===== src/hdl/ecal_pkg.sv =====
`timescale 1ns / 1ps
// ----------------------------------------------------------------------------
// ecal_pkg
// Shared constants, types and the month table for the epoch-to-calendar core.
// ----------------------------------------------------------------------------
package ecal_pkg;

    localparam int SECS_W   = 32;   // non-negative seconds, sign bit stripped
    localparam int DAYS_W   = 16;   // day count, max 49710
    localparam int SOD_W    = 17;   // second of day, max 86399
    localparam int MINS_W   = 11;   // minute of day, max 1439
    localparam int WX_W     = 16;   // day count plus weekday offset
    localparam int Q7_W     = 13;   // (days + 4) / 7
    localparam int CYC_W    = 6;    // four-year cycle index
    localparam int CREM_W   = 12;   // day within a four-year cycle, before correction

    localparam int YEAR_W   = 12;
    localparam int MONTH_W  = 4;
    localparam int DOM_W    = 5;
    localparam int HOUR_W   = 5;
    localparam int MINUTE_W = 6;
    localparam int SECOND_W = 6;
    localparam int WDAY_W   = 3;
    localparam int YDAY_W   = 9;

    localparam int IN_TDATA_W  = 40;
    localparam int OUT_TDATA_W = 56;
    localparam int OUT_TUSER_W = 1;

    // t / 86400 estimate: (t * DAY_RECIP) >> DAY_SHIFT, low by at most one
    localparam logic [31:0] DAY_RECIP    = 32'd3257812230;
    localparam int          DAY_SHIFT    = 48;
    localparam logic [16:0] SECS_PER_DAY = 17'd86400;

    // x / 60, exact for x below 161319
    localparam logic [17:0] DIV60_RECIP = 18'd139811;
    localparam int          DIV60_SHIFT = 23;
    localparam logic [5:0]  SIXTY       = 6'd60;

    // x / 7, exact for x below 104857
    localparam logic [16:0] DIV7_RECIP = 17'd74899;
    localparam int          DIV7_SHIFT = 19;
    localparam logic [2:0]  SEVEN      = 3'd7;
    localparam logic [2:0]  EPOCH_WDAY = 3'd4;  // 1970-01-01 was a Thursday

    // four-year cycles counted from 1968-01-01 (a leap year)
    localparam logic [15:0] CYC_RECIP     = 16'd45933;
    localparam int          CYC_SHIFT     = 26;
    localparam logic [10:0] DAYS_PER_CYC  = 11'd1461;
    localparam logic [11:0] CYC_BASE_YEAR = 12'd1968;
    localparam logic [9:0]  DAYS_TO_EPOCH = 10'd731;   // 1968-01-01 .. 1970-01-01
    localparam logic [15:0] DAY_2100_MAR1 = 16'd47541; // skipped leap day
    localparam logic [11:0] YEAR_NO_LEAP  = 12'd2100;

    // first day of the second, third and fourth year of each four-year period
    localparam logic [10:0] CYC_Y1 = 11'd366;
    localparam logic [10:0] CYC_Y2 = 11'd731;
    localparam logic [10:0] CYC_Y3 = 11'd1096;

    typedef struct packed {
        logic              neg;
        logic [DAYS_W-1:0] days;
        logic [SOD_W-1:0]  sod;
    } t_split;

    typedef struct packed {
        logic                neg;
        logic [YEAR_W-1:0]   year;
        logic                leap;
        logic [YDAY_W-1:0]   yday;
        logic [HOUR_W-1:0]   hour;
        logic [MINUTE_W-1:0] minute;
        logic [SECOND_W-1:0] second;
        logic [WDAY_W-1:0]   weekday;
    } t_civil;

    // zero-based day of year on which month m0 (0 = January) starts
    function automatic logic [YDAY_W-1:0] month_start(input logic [3:0] m0, input logic leap);
        logic [YDAY_W-1:0] base;
        logic [YDAY_W-1:0] extra;
        extra = {{(YDAY_W-1){1'b0}}, leap};
        case (m0)
            4'd0:    base = 9'd0;
            4'd1:    base = 9'd31;
            4'd2:    base = 9'd59;
            4'd3:    base = 9'd90;
            4'd4:    base = 9'd120;
            4'd5:    base = 9'd151;
            4'd6:    base = 9'd181;
            4'd7:    base = 9'd212;
            4'd8:    base = 9'd243;
            4'd9:    base = 9'd273;
            4'd10:   base = 9'd304;
            4'd11:   base = 9'd334;
            default: base = 9'd0;
        endcase
        if (m0 >= 4'd2) begin
            month_start = base + extra;
        end else begin
            month_start = base;
        end
    endfunction

endpackage


===== src/hdl/ecal_split.sv =====
`timescale 1ns / 1ps
// ----------------------------------------------------------------------------
// ecal_split
// Two stages: splits the seconds count into whole days and second of day.
// ----------------------------------------------------------------------------
module ecal_split (
    input  logic            i_clk,
    input  logic            i_rst_n,
    input  logic            i_en,
    input  logic            i_vld,
    input  logic [32:0]     i_secs,
    output logic            o_vld,
    output ecal_pkg::t_split o_split
);
    import ecal_pkg::*;

    logic [63:0]       w_prod;
    logic              r_vld1;
    logic              r_neg1;
    logic [SECS_W-1:0] r_t1;
    logic [DAYS_W-1:0] r_qest1;

    logic [32:0]       w_qmul;
    logic [32:0]       w_rem;
    t_split            n_split;
    t_split            r_split;
    logic              r_vld2;

    assign w_prod = 64'(i_secs[SECS_W-1:0]) * 64'(DAY_RECIP);

    always_ff @(posedge i_clk) begin
        if (!i_rst_n) begin
            r_vld1 <= 1'b0;
            r_vld2 <= 1'b0;
        end else if (i_en) begin
            r_vld1 <= i_vld;
            r_vld2 <= r_vld1;
        end
    end

    always_ff @(posedge i_clk) begin
        if (i_en) begin
            r_neg1  <= i_secs[32];
            r_t1    <= i_secs[SECS_W-1:0];
            r_qest1 <= w_prod[DAY_SHIFT +: DAYS_W];
            r_split <= n_split;
        end
    end

    // estimate is low by at most one day; fix with one compare and subtract
    assign w_qmul = 33'(r_qest1) * 33'(SECS_PER_DAY);
    assign w_rem  = {1'b0, r_t1} - w_qmul;

    always_comb begin
        n_split.neg = r_neg1;
        if (w_rem[17:0] >= 18'(SECS_PER_DAY)) begin
            n_split.days = r_qest1 + 16'd1;
            n_split.sod  = SOD_W'(w_rem[17:0] - 18'(SECS_PER_DAY));
        end else begin
            n_split.days = r_qest1;
            n_split.sod  = w_rem[SOD_W-1:0];
        end
    end

    assign o_vld   = r_vld2;
    assign o_split = r_split;

endmodule


===== src/hdl/ecal_civil.sv =====
`timescale 1ns / 1ps
// ----------------------------------------------------------------------------
// ecal_civil
// Three stages: time of day, weekday, year and day of year from the day count.
// ----------------------------------------------------------------------------
module ecal_civil (
    input  logic             i_clk,
    input  logic             i_rst_n,
    input  logic             i_en,
    input  logic             i_vld,
    input  ecal_pkg::t_split i_split,
    output logic             o_vld,
    output ecal_pkg::t_civil o_civil
);
    import ecal_pkg::*;

    // stage 3
    logic [34:0]       w_mins_prod;
    logic [WX_W-1:0]   w_wx;
    logic [32:0]       w_q7_prod;
    logic              w_adj;
    logic [DAYS_W-1:0] w_dp;
    logic [31:0]       w_cyc_prod;

    logic              r_vld3;
    logic              r_neg3;
    logic [SOD_W-1:0]  r_sod3;
    logic [MINS_W-1:0] r_mins3;
    logic [WX_W-1:0]   r_wx3;
    logic [Q7_W-1:0]   r_q73;
    logic [DAYS_W-1:0] r_dp3;
    logic              r_adj3;
    logic [CYC_W-1:0]  r_qc3;

    // stage 4
    logic [SOD_W-1:0]  w_sec;
    logic [WX_W-1:0]   w_wd;
    logic [28:0]       w_hour_prod;
    logic [DAYS_W-1:0] w_cmul;
    logic [CREM_W-1:0] w_crem;
    logic [CYC_W-1:0]  n_qc4;
    logic [10:0]       n_cr4;

    logic                r_vld4;
    logic                r_neg4;
    logic [MINS_W-1:0]   r_mins4;
    logic [SECOND_W-1:0] r_sec4;
    logic [WDAY_W-1:0]   r_wd4;
    logic [HOUR_W-1:0]   r_hour4;
    logic [CYC_W-1:0]    r_qc4;
    logic [10:0]         r_cr4;
    logic                r_adj4;

    // stage 5
    logic [MINS_W-1:0] w_minute;
    logic [1:0]        w_yo;
    logic [10:0]       w_ystart;
    logic [10:0]       w_yfake;
    t_civil            n_civil;
    t_civil            r_civil;
    logic              r_vld5;

    always_ff @(posedge i_clk) begin
        if (!i_rst_n) begin
            r_vld3 <= 1'b0;
            r_vld4 <= 1'b0;
            r_vld5 <= 1'b0;
        end else if (i_en) begin
            r_vld3 <= i_vld;
            r_vld4 <= r_vld3;
            r_vld5 <= r_vld4;
        end
    end

    // ---- stage 3 ----
    assign w_mins_prod = 35'(i_split.sod) * 35'(DIV60_RECIP);
    assign w_wx        = i_split.days + WX_W'(EPOCH_WDAY);
    assign w_q7_prod   = 33'(w_wx) * 33'(DIV7_RECIP);
    // pretend 2100-02-29 exists so that plain four-year cycles hold
    assign w_adj       = (i_split.days >= DAY_2100_MAR1);
    assign w_dp        = i_split.days + DAYS_W'(DAYS_TO_EPOCH) + DAYS_W'(w_adj);
    assign w_cyc_prod  = 32'(w_dp) * 32'(CYC_RECIP);

    always_ff @(posedge i_clk) begin
        if (i_en) begin
            r_neg3  <= i_split.neg;
            r_sod3  <= i_split.sod;
            r_mins3 <= w_mins_prod[DIV60_SHIFT +: MINS_W];
            r_wx3   <= w_wx;
            r_q73   <= w_q7_prod[DIV7_SHIFT +: Q7_W];
            r_dp3   <= w_dp;
            r_adj3  <= w_adj;
            r_qc3   <= w_cyc_prod[CYC_SHIFT +: CYC_W];
        end
    end

    // ---- stage 4 ----
    assign w_sec       = r_sod3 - SOD_W'(r_mins3) * SOD_W'(SIXTY);
    assign w_wd        = r_wx3 - WX_W'(r_q73) * WX_W'(SEVEN);
    assign w_hour_prod = 29'(r_mins3) * 29'(DIV60_RECIP);
    assign w_cmul      = DAYS_W'(r_qc3) * DAYS_W'(DAYS_PER_CYC);
    assign w_crem      = CREM_W'(r_dp3 - w_cmul);

    always_comb begin
        if (w_crem >= CREM_W'(DAYS_PER_CYC)) begin
            n_qc4 = r_qc3 + CYC_W'(1);
            n_cr4 = 11'(w_crem - CREM_W'(DAYS_PER_CYC));
        end else begin
            n_qc4 = r_qc3;
            n_cr4 = w_crem[10:0];
        end
    end

    always_ff @(posedge i_clk) begin
        if (i_en) begin
            r_neg4  <= r_neg3;
            r_mins4 <= r_mins3;
            r_sec4  <= w_sec[SECOND_W-1:0];
            r_wd4   <= w_wd[WDAY_W-1:0];
            r_hour4 <= w_hour_prod[DIV60_SHIFT +: HOUR_W];
            r_qc4   <= n_qc4;
            r_cr4   <= n_cr4;
            r_adj4  <= r_adj3;
        end
    end

    // ---- stage 5 ----
    assign w_minute = r_mins4 - MINS_W'(r_hour4) * MINS_W'(SIXTY);

    always_comb begin
        if (r_cr4 >= CYC_Y3) begin
            w_yo     = 2'd3;
            w_ystart = CYC_Y3;
        end else if (r_cr4 >= CYC_Y2) begin
            w_yo     = 2'd2;
            w_ystart = CYC_Y2;
        end else if (r_cr4 >= CYC_Y1) begin
            w_yo     = 2'd1;
            w_ystart = CYC_Y1;
        end else begin
            w_yo     = 2'd0;
            w_ystart = 11'd0;
        end
        w_yfake = r_cr4 - w_ystart;

        n_civil.neg     = r_neg4;
        n_civil.year    = CYC_BASE_YEAR + YEAR_W'({r_qc4, 2'b00}) + YEAR_W'(w_yo);
        n_civil.leap    = (w_yo == 2'd0) && (n_civil.year != YEAR_NO_LEAP);
        // only 2100 itself holds the pretended leap day; later years line up again
        n_civil.yday    = YDAY_W'(w_yfake
                          - 11'(r_adj4 && (n_civil.year == YEAR_NO_LEAP)));
        n_civil.hour    = r_hour4;
        n_civil.minute  = w_minute[MINUTE_W-1:0];
        n_civil.second  = r_sec4;
        n_civil.weekday = r_wd4;
    end

    always_ff @(posedge i_clk) begin
        if (i_en) begin
            r_civil <= n_civil;
        end
    end

    assign o_vld   = r_vld5;
    assign o_civil = r_civil;

endmodule


===== src/hdl/ecal_out.sv =====
`timescale 1ns / 1ps
// ----------------------------------------------------------------------------
// ecal_out
// Output stage: month and day of month, invalid-input zeroing, result register.
// ----------------------------------------------------------------------------
module ecal_out (
    input  logic                               i_clk,
    input  logic                               i_rst_n,
    input  logic                               i_en,
    input  logic                               i_vld,
    input  ecal_pkg::t_civil                   i_civil,
    output logic                               o_vld,
    output logic [ecal_pkg::OUT_TUSER_W-1:0]   o_user,
    output logic [ecal_pkg::OUT_TDATA_W-1:0]   o_data
);
    import ecal_pkg::*;

    logic [MONTH_W-1:0]     w_month;
    logic [YDAY_W-1:0]      w_start;
    logic [YDAY_W-1:0]      w_dom;
    logic [OUT_TDATA_W-1:0] n_data;
    logic [OUT_TUSER_W-1:0] n_user;
    logic                   r_vld;
    logic [OUT_TDATA_W-1:0] r_data;
    logic [OUT_TUSER_W-1:0] r_user;

    // month starts rise, so the last one not past yday wins
    always_comb begin
        w_month = 4'd1;
        w_start = '0;
        for (int m = 1; m < 12; m++) begin
            if (i_civil.yday >= month_start(4'(m), i_civil.leap)) begin
                w_month = 4'(m + 1);
                w_start = month_start(4'(m), i_civil.leap);
            end
        end
        w_dom = i_civil.yday - w_start + 9'd1;
    end

    always_comb begin
        if (i_civil.neg) begin
            n_data = '0;
            n_user = '0;
        end else begin
            n_data = {6'd0,
                      i_civil.yday,
                      i_civil.weekday,
                      i_civil.second,
                      i_civil.minute,
                      i_civil.hour,
                      w_dom[DOM_W-1:0],
                      w_month,
                      i_civil.year};
            n_user = 1'b1;
        end
    end

    always_ff @(posedge i_clk) begin
        if (!i_rst_n) begin
            r_vld <= 1'b0;
        end else if (i_en) begin
            r_vld <= i_vld;
        end
    end

    always_ff @(posedge i_clk) begin
        if (i_en) begin
            r_data <= n_data;
            r_user <= n_user;
        end
    end

    assign o_vld  = r_vld;
    assign o_user = r_user;
    assign o_data = r_data;

endmodule


===== src/hdl/epoch_seconds_to_calendar_core.sv =====
`timescale 1ns / 1ps
// ----------------------------------------------------------------------------
// epoch_seconds_to_calendar_core
// Seconds since 1970-01-01 00:00:00 UTC to Gregorian date, time and weekday.
//
// Input stream: one item is a 33-bit two's complement seconds count. A
// negative count gives a result with the valid flag (tuser) low and all
// fields zero.
// Output stream: one result item per input item, in order.
// Pipeline: six register stages from input accept to output valid (day
// split by reciprocal multiply, its correction, time of day, four-year
// cycle correction, year within cycle, month lookup).
// Throughput: one item per cycle unless the output stalls; every stage is
// fully pipelined; the widest unit is the 32x32 multiply of the first stage.
// Reset: synchronous, active low; clears all stage valid bits, so the
// output goes idle and the input is ready.
// Stall: when the output is valid and not taken, the whole pipeline holds and
// the input ready drops; nothing is lost or repeated.
// ----------------------------------------------------------------------------
module epoch_seconds_to_calendar_core (
    input  logic                             i_clk,
    input  logic                             i_rst_n,
    input  logic                             i_s_axis_tvalid,
    output logic                             o_s_axis_tready,
    // [32:0] epoch_seconds, [39:33] zero
    input  logic [ecal_pkg::IN_TDATA_W-1:0]  i_s_axis_tdata,
    output logic                             o_m_axis_tvalid,
    input  logic                             i_m_axis_tready,
    // [11:0] year, [15:12] month, [20:16] day_of_month, [25:21] hour,
    // [31:26] minute, [37:32] second, [40:38] weekday, [49:41] day_of_year
    output logic [ecal_pkg::OUT_TDATA_W-1:0] o_m_axis_tdata,
    // [0] valid_res
    output logic [ecal_pkg::OUT_TUSER_W-1:0] o_m_axis_tuser
);
    import ecal_pkg::*;

    logic   w_en;
    logic   w_split_vld;
    t_split w_split;
    logic   w_civil_vld;
    t_civil w_civil;

    // the pipe advances unless a finished result is waiting
    assign w_en            = !o_m_axis_tvalid || i_m_axis_tready;
    assign o_s_axis_tready = w_en;

    ecal_split u_split (
        .i_clk   (i_clk),
        .i_rst_n (i_rst_n),
        .i_en    (w_en),
        .i_vld   (i_s_axis_tvalid),
        .i_secs  (i_s_axis_tdata[32:0]),
        .o_vld   (w_split_vld),
        .o_split (w_split)
    );

    ecal_civil u_civil (
        .i_clk   (i_clk),
        .i_rst_n (i_rst_n),
        .i_en    (w_en),
        .i_vld   (w_split_vld),
        .i_split (w_split),
        .o_vld   (w_civil_vld),
        .o_civil (w_civil)
    );

    ecal_out u_out (
        .i_clk   (i_clk),
        .i_rst_n (i_rst_n),
        .i_en    (w_en),
        .i_vld   (w_civil_vld),
        .i_civil (w_civil),
        .o_vld   (o_m_axis_tvalid),
        .o_user  (o_m_axis_tuser),
        .o_data  (o_m_axis_tdata)
    );

endmodule


===== config.mk =====
export PLATFORM = sky130hd
export DESIGN_NAME = epoch_seconds_to_calendar_core
export DESIGN_NICKNAME = d
export VERILOG_FILES = /design/src/hdl/ecal_pkg.sv /design/src/hdl/ecal_split.sv /design/src/hdl/ecal_civil.sv /design/src/hdl/ecal_out.sv /design/src/hdl/epoch_seconds_to_calendar_core.sv
export SDC_FILE = /design/constraint.sdc
export NUM_CORES = 2
export LEC_CHECK = 0
export BUFFER_PORTS_ARGS = -buffer_cell sky130_fd_sc_hd__buf_2
export CAP_MARGIN = 20
export CORE_MARGIN = 3
export CORE_UTILIZATION = 55
export CTS_BUF_LIST = sky130_fd_sc_hd__clkbuf_8
export DETAILED_ROUTE_END_ITERATION = 8
export GPL_ROUTABILITY_DRIVEN = 0
export PLACE_DENSITY = 0.82
export SYNTH_ARGS = -nofsm -noshare
export SYNTH_HDL_FRONTEND = slang
export SYNTH_HIERARCHICAL = 1
export SYNTH_SLANG_ARGS = --single-unit

===== constraint.sdc =====
create_clock -name i_clk -period 8.4 [get_ports i_clk]
set_clock_uncertainty 0.05 [all_clocks]
set_input_delay 1.26 -clock i_clk [delete_from_list [all_inputs] [get_ports i_clk]]
set_output_delay 1.26 -clock i_clk [all_outputs]
set_load 0.01 [all_outputs]

==> impl_results.md <==
- Status: complete, no violations
- Hpwl dp: 65.00 mm
- Critical Path AT: 8.49 ns
- Detail Route Antenna Nets: 0
- Fin crit period: 8.218 ns
- Delay of the slowest cell on the worst path: 0.53 ns
- Share of synthesized flip-flops with an asynchronous set or reset: 0
- Largest net degree at the start of global routing: 78
- DRT Wirelength: between 70 and 80 mm
- Die width: 269.5 µm
- Final Hold Viols: 0
- IO Pins: 103
- Initial Utilization: 0.5617
- Fmax: around 120 MHz
- Sequential fraction of the synthesis area: 0.1950
- Slew headroom: 0.3631
- Worst Path Required: 8.68 ns
- Placed instance area: 40200 µm²
- Post-synthesis instance area: 38190 µm²
- EDFF count, synth: 244
- Synth warnings: 6
- Clock Pin Slew Worst Setup and Hold Paths: 0.06 ns
- Die Area: about 73000 µm²
- Die H: 269.5 µm
- Synth Register Bits: 250
- Clock Latency Late Sink: 0.59 ns
- Area grow syn2layout: 7.948%
- CP max-delay cell: fa_1
- Drt wl/cell: 16.63 µm
- Drt initial violations: between 1k and 1.5k
- CP startpoint kind: flop
- Vias in the first global route: 26.69k
- Initial antenna violation count: 5
- 1st-pass router iterations: 5
- Finished Cell Area: 41230 µm²
- Setup TNS: 0 ns
- Tot GR Track Use: 0.2182
- Core Util, Final: 0.6064
- # placed instances: ~4.6k
- Final Cycle Share: 0.9783
- Final #Nets: 5138
- Worst-Margin Slew: 0.9553 ns
- Max FO, Critical Path: 7
- Core area: 67990 µm²
- Setup crit end kind: flop
- Clock Sinks: 250
- CTS H-tree depth: 2
- Non-Filler Instances: 4654
- Slew Viols, Final: 0
- Main synth FF type: edfxtp_1
- Hold crit path type: flop to flop
- Clock buffer depth: 3
- Num rows: 95
- DR DRC count: 0
- Total CTS buffers: 41
- Syn Inst Count: around 3.5k
- Root buffer cell: clkbuf_8
- Final setup vio count: 0
- First-pass GRT wire length: 129.2 mm
- Gr ovfl total: 0
- Kind of critical path: flop to flop
- CTS tree: yes
- Total of max-cap violations: 0
- DR vias: 24.75k
- Vias/cell: ~5.3
- Input/output buffers: 89
- Syn Area/Cell: about 11 µm²
- Layout cells sized above 1: 0.07771
- Synth unique cells: 86
synthesized netlist by cell type (all sizes together), types with 6 or more instances:
cell    number  area [µm²]
buf         16       130.1
mux2i        8       80.08
nor3        21       110.1
o31ai       13       102.6
nand2       71       266.5
dfxtp        6       120.1
inv        927        3480
fa         478        9569
nand3       36       185.2
xor2        63       551.8
or4          7       56.30
and3        10       62.56
a21oi       91       466.7
a21o        44       332.8
nor2b       60       375.4
nor2        77       289.0
clkbuf      11       41.29
edfxtp     244        7327
o21ai       69       345.3
nand2b      16       107.6
and2        10       63.81
o21a        14       105.1
o21bai      10       78.82
nand4       20       125.1
xnor2      129        1145
a211oi      17       132.6
o211ai      19       152.6
a31oi       16       106.4
or2         11       71.32
or3         13       91.34
ha         915       11450
path summary, 6_finish.rpt:
path	start	to	slack, ns	cells after the start
worst min register to register	u_split/r_t1[2]	u_split/o_split[2]	0.37	0
worst max-delay path	u_split/o_split[19]	u_civil/r_qc3[5]	0.18	36
worst min-delay path	u_split/r_t1[2]	u_split/o_split[2]	0.37	0
worst max register to register	u_split/o_split[19]	u_civil/r_qc3[5]	0.18	36
flip-flops by register name, summed over array words and instances (netlist names), 5 cells and up:
name and count:
u_civil/r_qc4 6, u_civil/r_dp3 12, u_civil/r_mins3 11, u_civil/r_qc3 6, u_civil/r_cr4 11, u_split/r_qest1 16
u_civil/r_hour4 5, u_civil/r_sec4 6, u_split/r_t1 18, u_civil/r_sod3 6, u_out/o_data 50, u_civil/o_civil 42
u_civil/r_mins4 6, u_split/o_split 34
metal layers:
layer,global-route usage,up-vias,part of all wire
met5,0,-,0.00045
met1,0.2635,12090,0.40
li1,-,11850,-
met3,0.02658,209,0.043
met4,0.08250,6,0.041
met2,0.3982,604,0.51
critical path, delay by kind of cell, from the launching register on:
family	cells	cell delay (ns)
fa+ha+maj	9	3.16
simple gates	5	0.96
buf+inv	8	0.77
compound gates	12	2.36
flops	1	0.41
xor+xnor	2	0.26
cells by family (layout without fill, tap and decap cells):
family | Yosys count | in the layout | synth area share
mux | 9 | 9 | 0.002392
compound gates | 340 | 340 | 0.05962
xor+xnor | 192 | 192 | 0.04442
fa+ha+maj | 1393 | 1393 | 0.5503
buf+inv | 955 | 1167 | 0.09569
simple gates | 375 | 375 | 0.05248
other cells | 1 | 7 | 0.00009819
flops | 250 | 250 | 0.1950
timing repair:
item / 4_1_cts / 5_1_grt
buffers inserted: 0 / 4
resized for setup: 6 / 33
endpoints found under the setup margin: 5 / 4
hold buffers: 0 / 0
pin swaps: 0 / 19
placed cells by master, fill, tap and decap left out, types with 5 or more instances in the layout:
master	n
a21oi_1	87
xor2_1	61
o211ai_1	17
nor3_1	20
conb_1	6
nor4_1	5
or4_1	5
clkinv_1	11
a31oi_1	15
o31ai_1	12
a211oi_1	14
nor2b_1	58
o21bai_1	9
ha_1	910
fa_1	477
xnor2_1	121
or2_2	7
buf_2	89
nand3_1	34
nor2_1	76
o21ai_1	10
and3_1	10
o21ai_0	55
dfxtp_1	6
or3_1	11
edfxtp_1	244
clkbuf_8	41
nand2_1	70
inv_1	932
xnor2_2	8
a21o_1	42
and2_1	9
mux2i_1	8
clkinv_2	11
nor3b_1	5
buf_4	75
nand2b_1	14
nand4_1	20
o21a_1	14
through the flow:
stage / hold slack [ns] / setup WS (ns)
finish: 0.3674 / 0.1819
global route: 0.3777 / -0.06124
CTS: 0.3683 / 0.04067
detailed placement: 0.3545 / -0.2441
global placement: 0.3508 / -0.08998
floorplan: 0.3503 / 0.02599
cell type report:
type	instances	area, µm²
clock inverters	33	244.0
fillers	5261	26760
diodes	1	2.502
flip-flops and latches	250	7447
well taps	921	1152
inverters	928	3483
clock buffers	41	564.3
multi-input cells	2315	27310
repair buffers	165	1028
Power is not shown: default switching activity piles up to over one toggle a cycle in this logic, so the estimate is an artifact.
